`src/rtl/sfr_pkg.sv`:
```
// Shared types and constants of the SBUS frame receiver.
// Used by every module of the receiver; depends on nothing else.
`default_nettype none

package sfr_pkg;

  localparam int COUNT_WIDTH_DEF = 32;
  localparam int RESULT_COUNT_W  = 32;
  localparam int BYTE_W          = 8;
  localparam int CHAN_W          = 11;
  localparam int INDEX_W         = 5;
  localparam int POS_W           = 5;
  localparam int STORE_LEN       = 23;
  localparam int PAYLOAD_LEN     = 22;
  localparam int PAYLOAD_W       = PAYLOAD_LEN * BYTE_W;
  localparam int ANALOG_CHANS    = 16;
  localparam int QUEUE_DEPTH     = 2;

  localparam logic [BYTE_W-1:0]  START_BYTE  = 8'h0F;
  localparam logic [BYTE_W-1:0]  END_BYTE    = 8'h00;
  localparam logic [CHAN_W-1:0]  DIGITAL_ON  = 11'h7FF;
  localparam logic [CHAN_W-1:0]  DIGITAL_OFF = 11'h000;
  localparam logic [POS_W-1:0]   POS_IDLE    = 5'd0;
  localparam logic [POS_W-1:0]   POS_END     = 5'd24;
  localparam logic [INDEX_W-1:0] DIGITAL_CH0 = 5'd16;
  localparam logic [INDEX_W-1:0] LAST_CH     = 5'd17;

  localparam logic STATUS_GOOD  = 1'b0;
  localparam logic STATUS_ERROR = 1'b1;

  typedef struct packed {
    logic                      is_error;
    logic                      failsafe;
    logic                      lost;
    logic [1:0]                digital;
    logic [PAYLOAD_W-1:0]      payload;
    logic [RESULT_COUNT_W-1:0] good_cnt;
    logic [RESULT_COUNT_W-1:0] lost_cnt;
    logic [RESULT_COUNT_W-1:0] error_cnt;
  } sfr_entry_t;

endpackage

`default_nettype wire

```
`src/rtl/sfr_front.sv`:
```
// Front end: tracks the byte position, gathers the frame bytes, checks the end byte
// and keeps the frame counters. Depends on sfr_pkg.
`default_nettype none

module sfr_front #(
  parameter int COUNT_WIDTH = sfr_pkg::COUNT_WIDTH_DEF
) (
  input  wire logic                       clk,
  input  wire logic                       rst,
  input  wire logic                       rx_valid,
  output logic                            rx_stall,
  input  wire logic [sfr_pkg::BYTE_W-1:0] rx_byte,
  input  wire logic                       q_full,
  output logic                            q_push,
  output sfr_pkg::sfr_entry_t             q_entry
);
  import sfr_pkg::*;

  logic [POS_W-1:0]       position;
  logic [POS_W-1:0]       position_next;
  logic [BYTE_W-1:0]      store [STORE_LEN];
  logic [COUNT_WIDTH-1:0] good_frames;
  logic [COUNT_WIDTH-1:0] lost_frames;
  logic [COUNT_WIDTH-1:0] error_frames;
  logic [COUNT_WIDTH-1:0] good_frames_next;
  logic [COUNT_WIDTH-1:0] lost_frames_next;
  logic [COUNT_WIDTH-1:0] error_frames_next;
  logic                   accept;
  logic                   at_end;
  logic                   bad_end;
  logic [BYTE_W-1:0]      flags;

  assign at_end   = (position == POS_END);
  assign rx_stall = at_end && q_full;
  assign accept   = rx_valid && !rx_stall;
  assign bad_end  = (rx_byte != END_BYTE);
  assign q_push   = accept && at_end;
  assign flags    = store[STORE_LEN-1];

  always_comb begin
    if (position == POS_IDLE) begin
      position_next = (rx_byte == START_BYTE) ? POS_W'(1) : POS_IDLE;
    end else if (position < POS_END) begin
      position_next = position + POS_W'(1);
    end else begin
      position_next = POS_IDLE;
    end
  end

  always_comb begin
    good_frames_next  = good_frames;
    lost_frames_next  = lost_frames;
    error_frames_next = error_frames;
    if (q_push) begin
      if (bad_end) begin
        error_frames_next = error_frames + COUNT_WIDTH'(1);
      end else begin
        good_frames_next = good_frames + COUNT_WIDTH'(1);
        if (flags[2]) begin
          lost_frames_next = lost_frames + COUNT_WIDTH'(1);
        end
      end
    end
  end

  always_ff @(posedge clk) begin
    if (rst) begin
      position     <= POS_IDLE;
      good_frames  <= '0;
      lost_frames  <= '0;
      error_frames <= '0;
    end else begin
      if (accept) begin
        position <= position_next;
      end
      good_frames  <= good_frames_next;
      lost_frames  <= lost_frames_next;
      error_frames <= error_frames_next;
    end
  end

  // The frame bytes shift in, so the first payload byte ends at the bottom.
  always_ff @(posedge clk) begin
    if (accept && (position != POS_IDLE) && !at_end) begin
      for (int i = 0; i < STORE_LEN - 1; i++) begin
        store[i] <= store[i+1];
      end
      store[STORE_LEN-1] <= rx_byte;
    end
  end

  always_comb begin
    q_entry.is_error  = bad_end;
    q_entry.failsafe  = flags[3];
    q_entry.lost      = flags[2];
    q_entry.digital   = flags[1:0];
    q_entry.good_cnt  = RESULT_COUNT_W'(good_frames_next);
    q_entry.lost_cnt  = RESULT_COUNT_W'(lost_frames_next);
    q_entry.error_cnt = RESULT_COUNT_W'(error_frames_next);
    for (int i = 0; i < PAYLOAD_LEN; i++) begin
      q_entry.payload[i*BYTE_W +: BYTE_W] = store[i];
    end
  end

endmodule

`default_nettype wire

```
`src/rtl/sfr_queue.sv`:
```
// Short queue of finished frames between the front end and the result emitter.
// Depends on sfr_pkg.
`default_nettype none

module sfr_queue (
  input  wire logic                clk,
  input  wire logic                rst,
  input  wire logic                push,
  input  wire sfr_pkg::sfr_entry_t entry_in,
  output logic                     full,
  input  wire logic                pop,
  output logic                     head_valid,
  output sfr_pkg::sfr_entry_t      head
);
  import sfr_pkg::*;

  localparam int PTR_W = (QUEUE_DEPTH > 1) ? $clog2(QUEUE_DEPTH) : 1;
  localparam int CNT_W = $clog2(QUEUE_DEPTH + 1);

  sfr_entry_t       slots [QUEUE_DEPTH];
  logic [PTR_W-1:0] wr_ptr;
  logic [PTR_W-1:0] rd_ptr;
  logic [CNT_W-1:0] fill;
  logic             do_push;
  logic             do_pop;

  assign full       = (fill == CNT_W'(QUEUE_DEPTH));
  assign head_valid = (fill != '0);
  assign head       = slots[rd_ptr];
  assign do_push    = push && !full;
  assign do_pop     = pop && head_valid;

  always_ff @(posedge clk) begin
    if (rst) begin
      wr_ptr <= '0;
      rd_ptr <= '0;
      fill   <= '0;
    end else begin
      if (do_push) begin
        wr_ptr <= (wr_ptr == PTR_W'(QUEUE_DEPTH - 1)) ? '0 : wr_ptr + PTR_W'(1);
      end
      if (do_pop) begin
        rd_ptr <= (rd_ptr == PTR_W'(QUEUE_DEPTH - 1)) ? '0 : rd_ptr + PTR_W'(1);
      end
      if (do_push && !do_pop) begin
        fill <= fill + CNT_W'(1);
      end else if (do_pop && !do_push) begin
        fill <= fill - CNT_W'(1);
      end
    end
  end

  always_ff @(posedge clk) begin
    if (do_push) begin
      slots[wr_ptr] <= entry_in;
    end
  end

endmodule

`default_nettype wire

```
`src/rtl/sfr_back.sv`:
```
// Result emitter: walks the channels of the frame at the head of the queue and
// drives the registered result port. Depends on sfr_pkg.
`default_nettype none

module sfr_back (
  input  wire logic                               clk,
  input  wire logic                               rst,
  input  wire logic                               head_valid,
  input  wire sfr_pkg::sfr_entry_t                head,
  output logic                                    pop,
  output logic                                    res_valid,
  input  wire logic                               res_stall,
  output logic                                    frame_status,
  output logic [sfr_pkg::INDEX_W-1:0]             channel_index,
  output logic [sfr_pkg::CHAN_W-1:0]              channel_value,
  output logic                                    failsafe,
  output logic                                    frame_lost,
  output logic [sfr_pkg::RESULT_COUNT_W-1:0]      good_count,
  output logic [sfr_pkg::RESULT_COUNT_W-1:0]      lost_count,
  output logic [sfr_pkg::RESULT_COUNT_W-1:0]      error_count,
  output logic                                    last
);
  import sfr_pkg::*;

  logic [INDEX_W-1:0] chan;
  logic               load;
  logic               final_one;
  logic [CHAN_W-1:0]  value;

  assign load      = head_valid && (!res_valid || !res_stall);
  assign final_one = head.is_error || (chan == LAST_CH);
  assign pop       = load && final_one;

  always_comb begin
    if (chan < DIGITAL_CH0) begin
      value = head.payload[chan[3:0]*CHAN_W +: CHAN_W];
    end else if (chan == DIGITAL_CH0) begin
      value = head.digital[0] ? DIGITAL_ON : DIGITAL_OFF;
    end else begin
      value = head.digital[1] ? DIGITAL_ON : DIGITAL_OFF;
    end
  end

  always_ff @(posedge clk) begin
    if (rst) begin
      chan      <= '0;
      res_valid <= 1'b0;
    end else begin
      if (load) begin
        chan      <= final_one ? '0 : chan + INDEX_W'(1);
        res_valid <= 1'b1;
      end else if (!res_stall) begin
        res_valid <= 1'b0;
      end
    end
  end

  always_ff @(posedge clk) begin
    if (load) begin
      good_count  <= head.good_cnt;
      lost_count  <= head.lost_cnt;
      error_count <= head.error_cnt;
      last        <= final_one;
      if (head.is_error) begin
        frame_status  <= STATUS_ERROR;
        channel_index <= '0;
        channel_value <= '0;
        failsafe      <= 1'b0;
        frame_lost    <= 1'b0;
      end else begin
        frame_status  <= STATUS_GOOD;
        channel_index <= chan;
        channel_value <= value;
        failsafe      <= head.failsafe;
        frame_lost    <= head.lost;
      end
    end
  end

endmodule

`default_nettype wire

```
`src/rtl/sbus_frame_receiver_core.sv`:
```
// Top level of the SBUS frame receiver: front end, frame queue and result emitter.
// Depends on sfr_pkg, sfr_front, sfr_queue and sfr_back.
//
//   channel   ports                                   direction
//   rx        rx_valid, rx_stall, rx_byte             in
//   result    res_valid, res_stall, frame_status ...  out
//
// A byte is taken every cycle unless rx_stall is high; a frame of 25 bytes yields 18
// results, one per cycle unless res_stall is high, or one error result, written to
// the queue, then to the one result register; two frames may wait in the queue.
// Reset clears the position, the counters, the queue and the result valid flag.
// The receiver stalls only on an end byte while the queue is full.
`default_nettype none

module sbus_frame_receiver_core #(
  parameter int COUNT_WIDTH = sfr_pkg::COUNT_WIDTH_DEF
) (
  input  wire logic                               clk,
  input  wire logic                               rst,
  input  wire logic                               rx_valid,
  output logic                                    rx_stall,
  input  wire logic [sfr_pkg::BYTE_W-1:0]         rx_byte,
  output logic                                    res_valid,
  input  wire logic                               res_stall,
  output logic                                    frame_status,
  output logic [sfr_pkg::INDEX_W-1:0]             channel_index,
  output logic [sfr_pkg::CHAN_W-1:0]              channel_value,
  output logic                                    failsafe,
  output logic                                    frame_lost,
  output logic [sfr_pkg::RESULT_COUNT_W-1:0]      good_count,
  output logic [sfr_pkg::RESULT_COUNT_W-1:0]      lost_count,
  output logic [sfr_pkg::RESULT_COUNT_W-1:0]      error_count,
  output logic                                    last
);
  import sfr_pkg::*;

  logic       q_full;
  logic       q_push;
  sfr_entry_t q_entry;
  logic       q_pop;
  logic       q_head_valid;
  sfr_entry_t q_head;

  sfr_front #(
    .COUNT_WIDTH (COUNT_WIDTH)
  ) u_front (
    .clk      (clk),
    .rst      (rst),
    .rx_valid (rx_valid),
    .rx_stall (rx_stall),
    .rx_byte  (rx_byte),
    .q_full   (q_full),
    .q_push   (q_push),
    .q_entry  (q_entry)
  );

  sfr_queue u_queue (
    .clk        (clk),
    .rst        (rst),
    .push       (q_push),
    .entry_in   (q_entry),
    .full       (q_full),
    .pop        (q_pop),
    .head_valid (q_head_valid),
    .head       (q_head)
  );

  sfr_back u_back (
    .clk           (clk),
    .rst           (rst),
    .head_valid    (q_head_valid),
    .head          (q_head),
    .pop           (q_pop),
    .res_valid     (res_valid),
    .res_stall     (res_stall),
    .frame_status  (frame_status),
    .channel_index (channel_index),
    .channel_value (channel_value),
    .failsafe      (failsafe),
    .frame_lost    (frame_lost),
    .good_count    (good_count),
    .lost_count    (lost_count),
    .error_count   (error_count),
    .last          (last)
  );

endmodule

`default_nettype wire

```
`config.mk`:
```
export PLATFORM = sky130hd
export DESIGN_NAME = sbus_frame_receiver_core
export DESIGN_NICKNAME = d
export VERILOG_FILES = /design/src/rtl/sfr_pkg.sv /design/src/rtl/sfr_front.sv /design/src/rtl/sfr_queue.sv /design/src/rtl/sfr_back.sv /design/src/rtl/sbus_frame_receiver_core.sv
export SDC_FILE = /design/constraint.sdc
export NUM_CORES = 1
export LEC_CHECK = 0
export ABC_AREA = 1
export BUFFER_PORTS_ARGS = -buffer_cell sky130_fd_sc_hd__buf_2
export CAP_MARGIN = 25
export CELL_PAD_IN_SITES_DETAIL_PLACEMENT = 0
export CELL_PAD_IN_SITES_GLOBAL_PLACEMENT = 1
export CORE_MARGIN = 2
export CORE_UTILIZATION = 46
export DETAILED_ROUTE_END_ITERATION = 8
export GPL_ROUTABILITY_DRIVEN = 0
export PLACE_DENSITY = 0.74
export SYNTH_ARGS = -nofsm -noshare
export SYNTH_HDL_FRONTEND = slang
export SYNTH_SLANG_ARGS = --single-unit
```
`constraint.sdc`:
```
create_clock -name clk -period 14.1 [get_ports clk]
set_input_delay 0.705 -clock clk [delete_from_list [all_inputs] [get_ports clk]]
set_output_delay 0.705 -clock clk [all_outputs]
set_load 0.02 [all_outputs]
```
==> results.toml <==
[placed_design]
dpl.cell_count = 4117
placed_area_mm2 = 0.0387
hpwl_um = 45400
port-buffer-count = 129

[worst_hold_path]
min_from = "rx_byte[5]"
hold_end = "u_front.store[11][5]$_DFFE_PP_"
hold_class = "in2reg"
hold_depth = 1

[worst_setup_path]
r2r_slack_ns = 9.85
cp-end-kind = "flop"
worst_ep_required_time_ns = 14.35
startpoint_type = "flop"
timing.rr.start = "u_front.position[0]$_SDFFE_PP0N_"
ff2ff_path_depth = 9
crit_arrival_ns = 4.50
worst-setup-path-type = "reg2reg"
r2r_end = "u_queue.slots[1][119]$_DFFE_PP_"
crit_fanout = 71

[clocking]
cts_made_buffers = 97
clk_latency_ns = 0.65
tritoncts = "done"
clockBufferDepth = 3
cts_hold_buf = 0
cts_resized = 0
postCtsSetupBuffers = 0
clkSinkCount = 966
path_clk_slew_ns = 0.06
h-tree-depth = 3
root_buffer = "clkbuf_16"

[floorplan]
dieArea_mm2 = 0.0823
core-area_mm2 = 0.0791
die_w_um = 287
io_pins = 130
fp.dieH_um = 287
num_rows = 103
initial_core_util_pct = 46.5

[global_routing]
grt-ovfl-total = 0
antenna_found_initial = 0
grt_max_degree = 185
grt_pass1_wl_um = 121000
grt_pass1_vias = 21800
gr-usage-all-layers_pct = 18.9

[cells_and_area]
nFillCells = 6671
area_delta_synth_final_pct = 14.2
finalNonFillerCells = 4297
diodes = 0
nNetsFinal = 3188
drive_gt1_share_pct = 10.4
utilization_pct = 53.1
fin_area_mm2 = 0.0420

[sta]
fin_crit_ns = 4.25
final-setup-viol-count = 0
slew_headroom_pct = 21.3
final_hold_viol_count = 0
grt_setup_unrepaired = "false"
slew_viol_final = 0
finalSetupTns_ns = 0
fin_worst_skew_ns = 0.0218
timing.fmax_mhz = 236
tightest_slew_ns = 1.18
period_share_pct = 30.1

[pwr]
switching_share_pct = 18.9
power_density_mw_per_mm2 = 138
p_sw_w = 0.00109
p_comb_share_pct = 0.4
power_w = 0.00580
clkPwrFrac_pct = 45.9
seq_power_share_pct = 53.7
power.internal_w = 0.00470
vdd_drop_max_mv = 0.110
p_leak_nw = 15.7

[run]
maxCapViolCount = 0

[status]
status = "complete, no violations"

[drt]
first_pass_iters = 5
drtAntennaViolNets = 0
vias_per_cell = 5.14
routed_wirelength_um = 77400
vias = 22100
drt_drc_violations_left = 0
drtIter0Drc = 1955
wl_per_cell_um = 18.0

[logic_synthesis]
synth_nets = 3044
yosysUniqueCellTypes = 42
synth-edff-count = 854
async_reset_ff_share_pct = 0
synth_top_cell_area_share_pct = 69.6
yosysWarnings = 0
netlist_area_mm2 = 0.0368
ys_seq_area_share_pct = 75.7
netlist.top_cell.by_area = "edfxtp_1"
synth.area.top_cells = "edfxtp_1 (70%), nand2_1 (8.4%), dfxtp_1 (6.1%), nor2_1 (2.9%), nand3_1 (2.7%)"
postSynthAreaPerCell_um2 = 12.2
ys_ff_latch = 966
syn_inst = 3023
synth-main-ff-cell = "edfxtp_1"
per-layer routing:
| layer | global-route usage [%] | routed length (um) |
|---|---|---|
| met5 | 0 | 0 |
| met1 | 26.3 | 34900 |
| met2 | 30.7 | 36600 |
| met4 | 5.68 | 2090 |
| met3 | 2.92 | 3800 |
cell families (layout without fill, tap and decap cells):
logic type                 count (synthesis)  count (layout)  synth area share (%)
AOI/OAI and AO/OA                        243             243                  3.46
xor gates and xnor gates                  39              39                 0.928
adders and majority gates                  9               9                 0.306
buffers and inverters                    360             584                  3.76
DFF                                      966             966                  75.7
and+or+nand+nor                         1406            1406                  15.8
worst max path at each step:
| stage | from | end | slack (ns) | cells past startpoint |
|---|---|---|---|---|
| after global routing | u_front.position[0]$_SDFFE_PP0N_ | u_queue.slots[1][131]$_DFFE_PP_ | 9.53 | 9 |
| after global placement | u_front.position[0]$_SDFFE_PP0N_ | u_queue.slots[1][100]$_DFFE_PP_ | 9.80 | 9 |
| after detailed placement | u_front.position[0]$_SDFFE_PP0N_ | u_queue.slots[1][100]$_DFFE_PP_ | 9.74 | 9 |
| after floorplan | u_front.position[0]$_SDFFE_PP0N_ | u_queue.slots[1][0]$_DFFE_PP_ | 0.76 | 6 |
| final | u_front.position[0]$_SDFFE_PP0N_ | u_queue.slots[1][119]$_DFFE_PP_ | 9.85 | 9 |
| after CTS | u_front.position[0]$_SDFFE_PP0N_ | u_queue.slots[1][146]$_DFFE_PP_ | 9.71 | 9 |
sequential cells by signal (all words and copies together), names as in the netlist, 11 cells and up, named ones only:
signal,flops
u_back.channel_value,11
u_front.store,184
u_back.error_count,32
u_front.good_frames,32
u_back.lost_count,32
u_front.lost_frames,32
u_queue.slots,554
u_front.error_frames,32
u_back.good_count,32
cells in the mapped netlist (4+ instances only):
cell / n
nand3b_1: 8
nor2_1: 282
dfxtp_1: 112
buf_2: 20
or2_2: 5
buf_1: 16
nor2_2: 6
and2_1: 6
inv_1: 243
a21oi_1: 83
or3_1: 5
nor3_1: 30
xnor2_1: 9
edfxtp_1: 854
o21ai_0: 136
clkbuf_1: 74
nand2_1: 821
xor2_1: 30
nand3_1: 197
inv_2: 4
nor4_1: 5
nand4_1: 24
or2_1: 5
o211ai_1: 16
ha_1: 9
power by group through the flow:
stage          Combinational [W]  Sequential [W]  Clock (W)
2_1_floorplan          0.0000132         0.00317          0
3_3_place_gp           0.0000236         0.00317          0
3_5_place_dp           0.0000239         0.00317          0
4_1_cts                0.0000238         0.00311    0.00272
5_1_grt                0.0000256         0.00311    0.00282
6_report               0.0000230         0.00311    0.00266
layout by cell type, fill, tap and decap left out, drive strengths merged, types with 83 or more instances in the layout:
cell    Yosys  routed
edfxtp    854     854
nand2     824     824
nor2      291     291
inv       247     248
nand3     200     200
buf        37     156
o21ai     138     138
clkbuf     74     124
dfxtp     112     112
a21oi      83      83
worst max-delay path: stages, from the launching register on:
cell,delay [ns]
dfxtp_1,0.34
inv_1,0.10
ha_1,0.15
nand2_1,0.09
nor2_2,0.21
nand3_4,0.21
nor2_4,0.12
buf_4,0.72
buf_4,0.89
buf_4,0.89
area by class of cell:
type                    count  area [um^2]  share of cell area (%)
flip-flops and latches    966        27900                    66.3
multi-input cells        1697         7570                    18.0
clock buffers             124         2640                    6.29
well taps                1050         1310                    3.12
repair buffers            156          996                    2.37
inverters                 249          947                    2.25
clock inverters            55          676                    1.61
stage by stage:
stage / hold slack (ns) / setup WS, ns
5_1_grt: 0.240 / 9.53
4_1_cts: 0.222 / 9.71
6_report: 0.267 / 9.85
3_3_place_gp: 0.411 / 9.80
3_5_place_dp: 0.414 / 9.74
2_1_floorplan: 0.400 / 0.755
No activity file was read; power rests on OpenSTA's default activity.
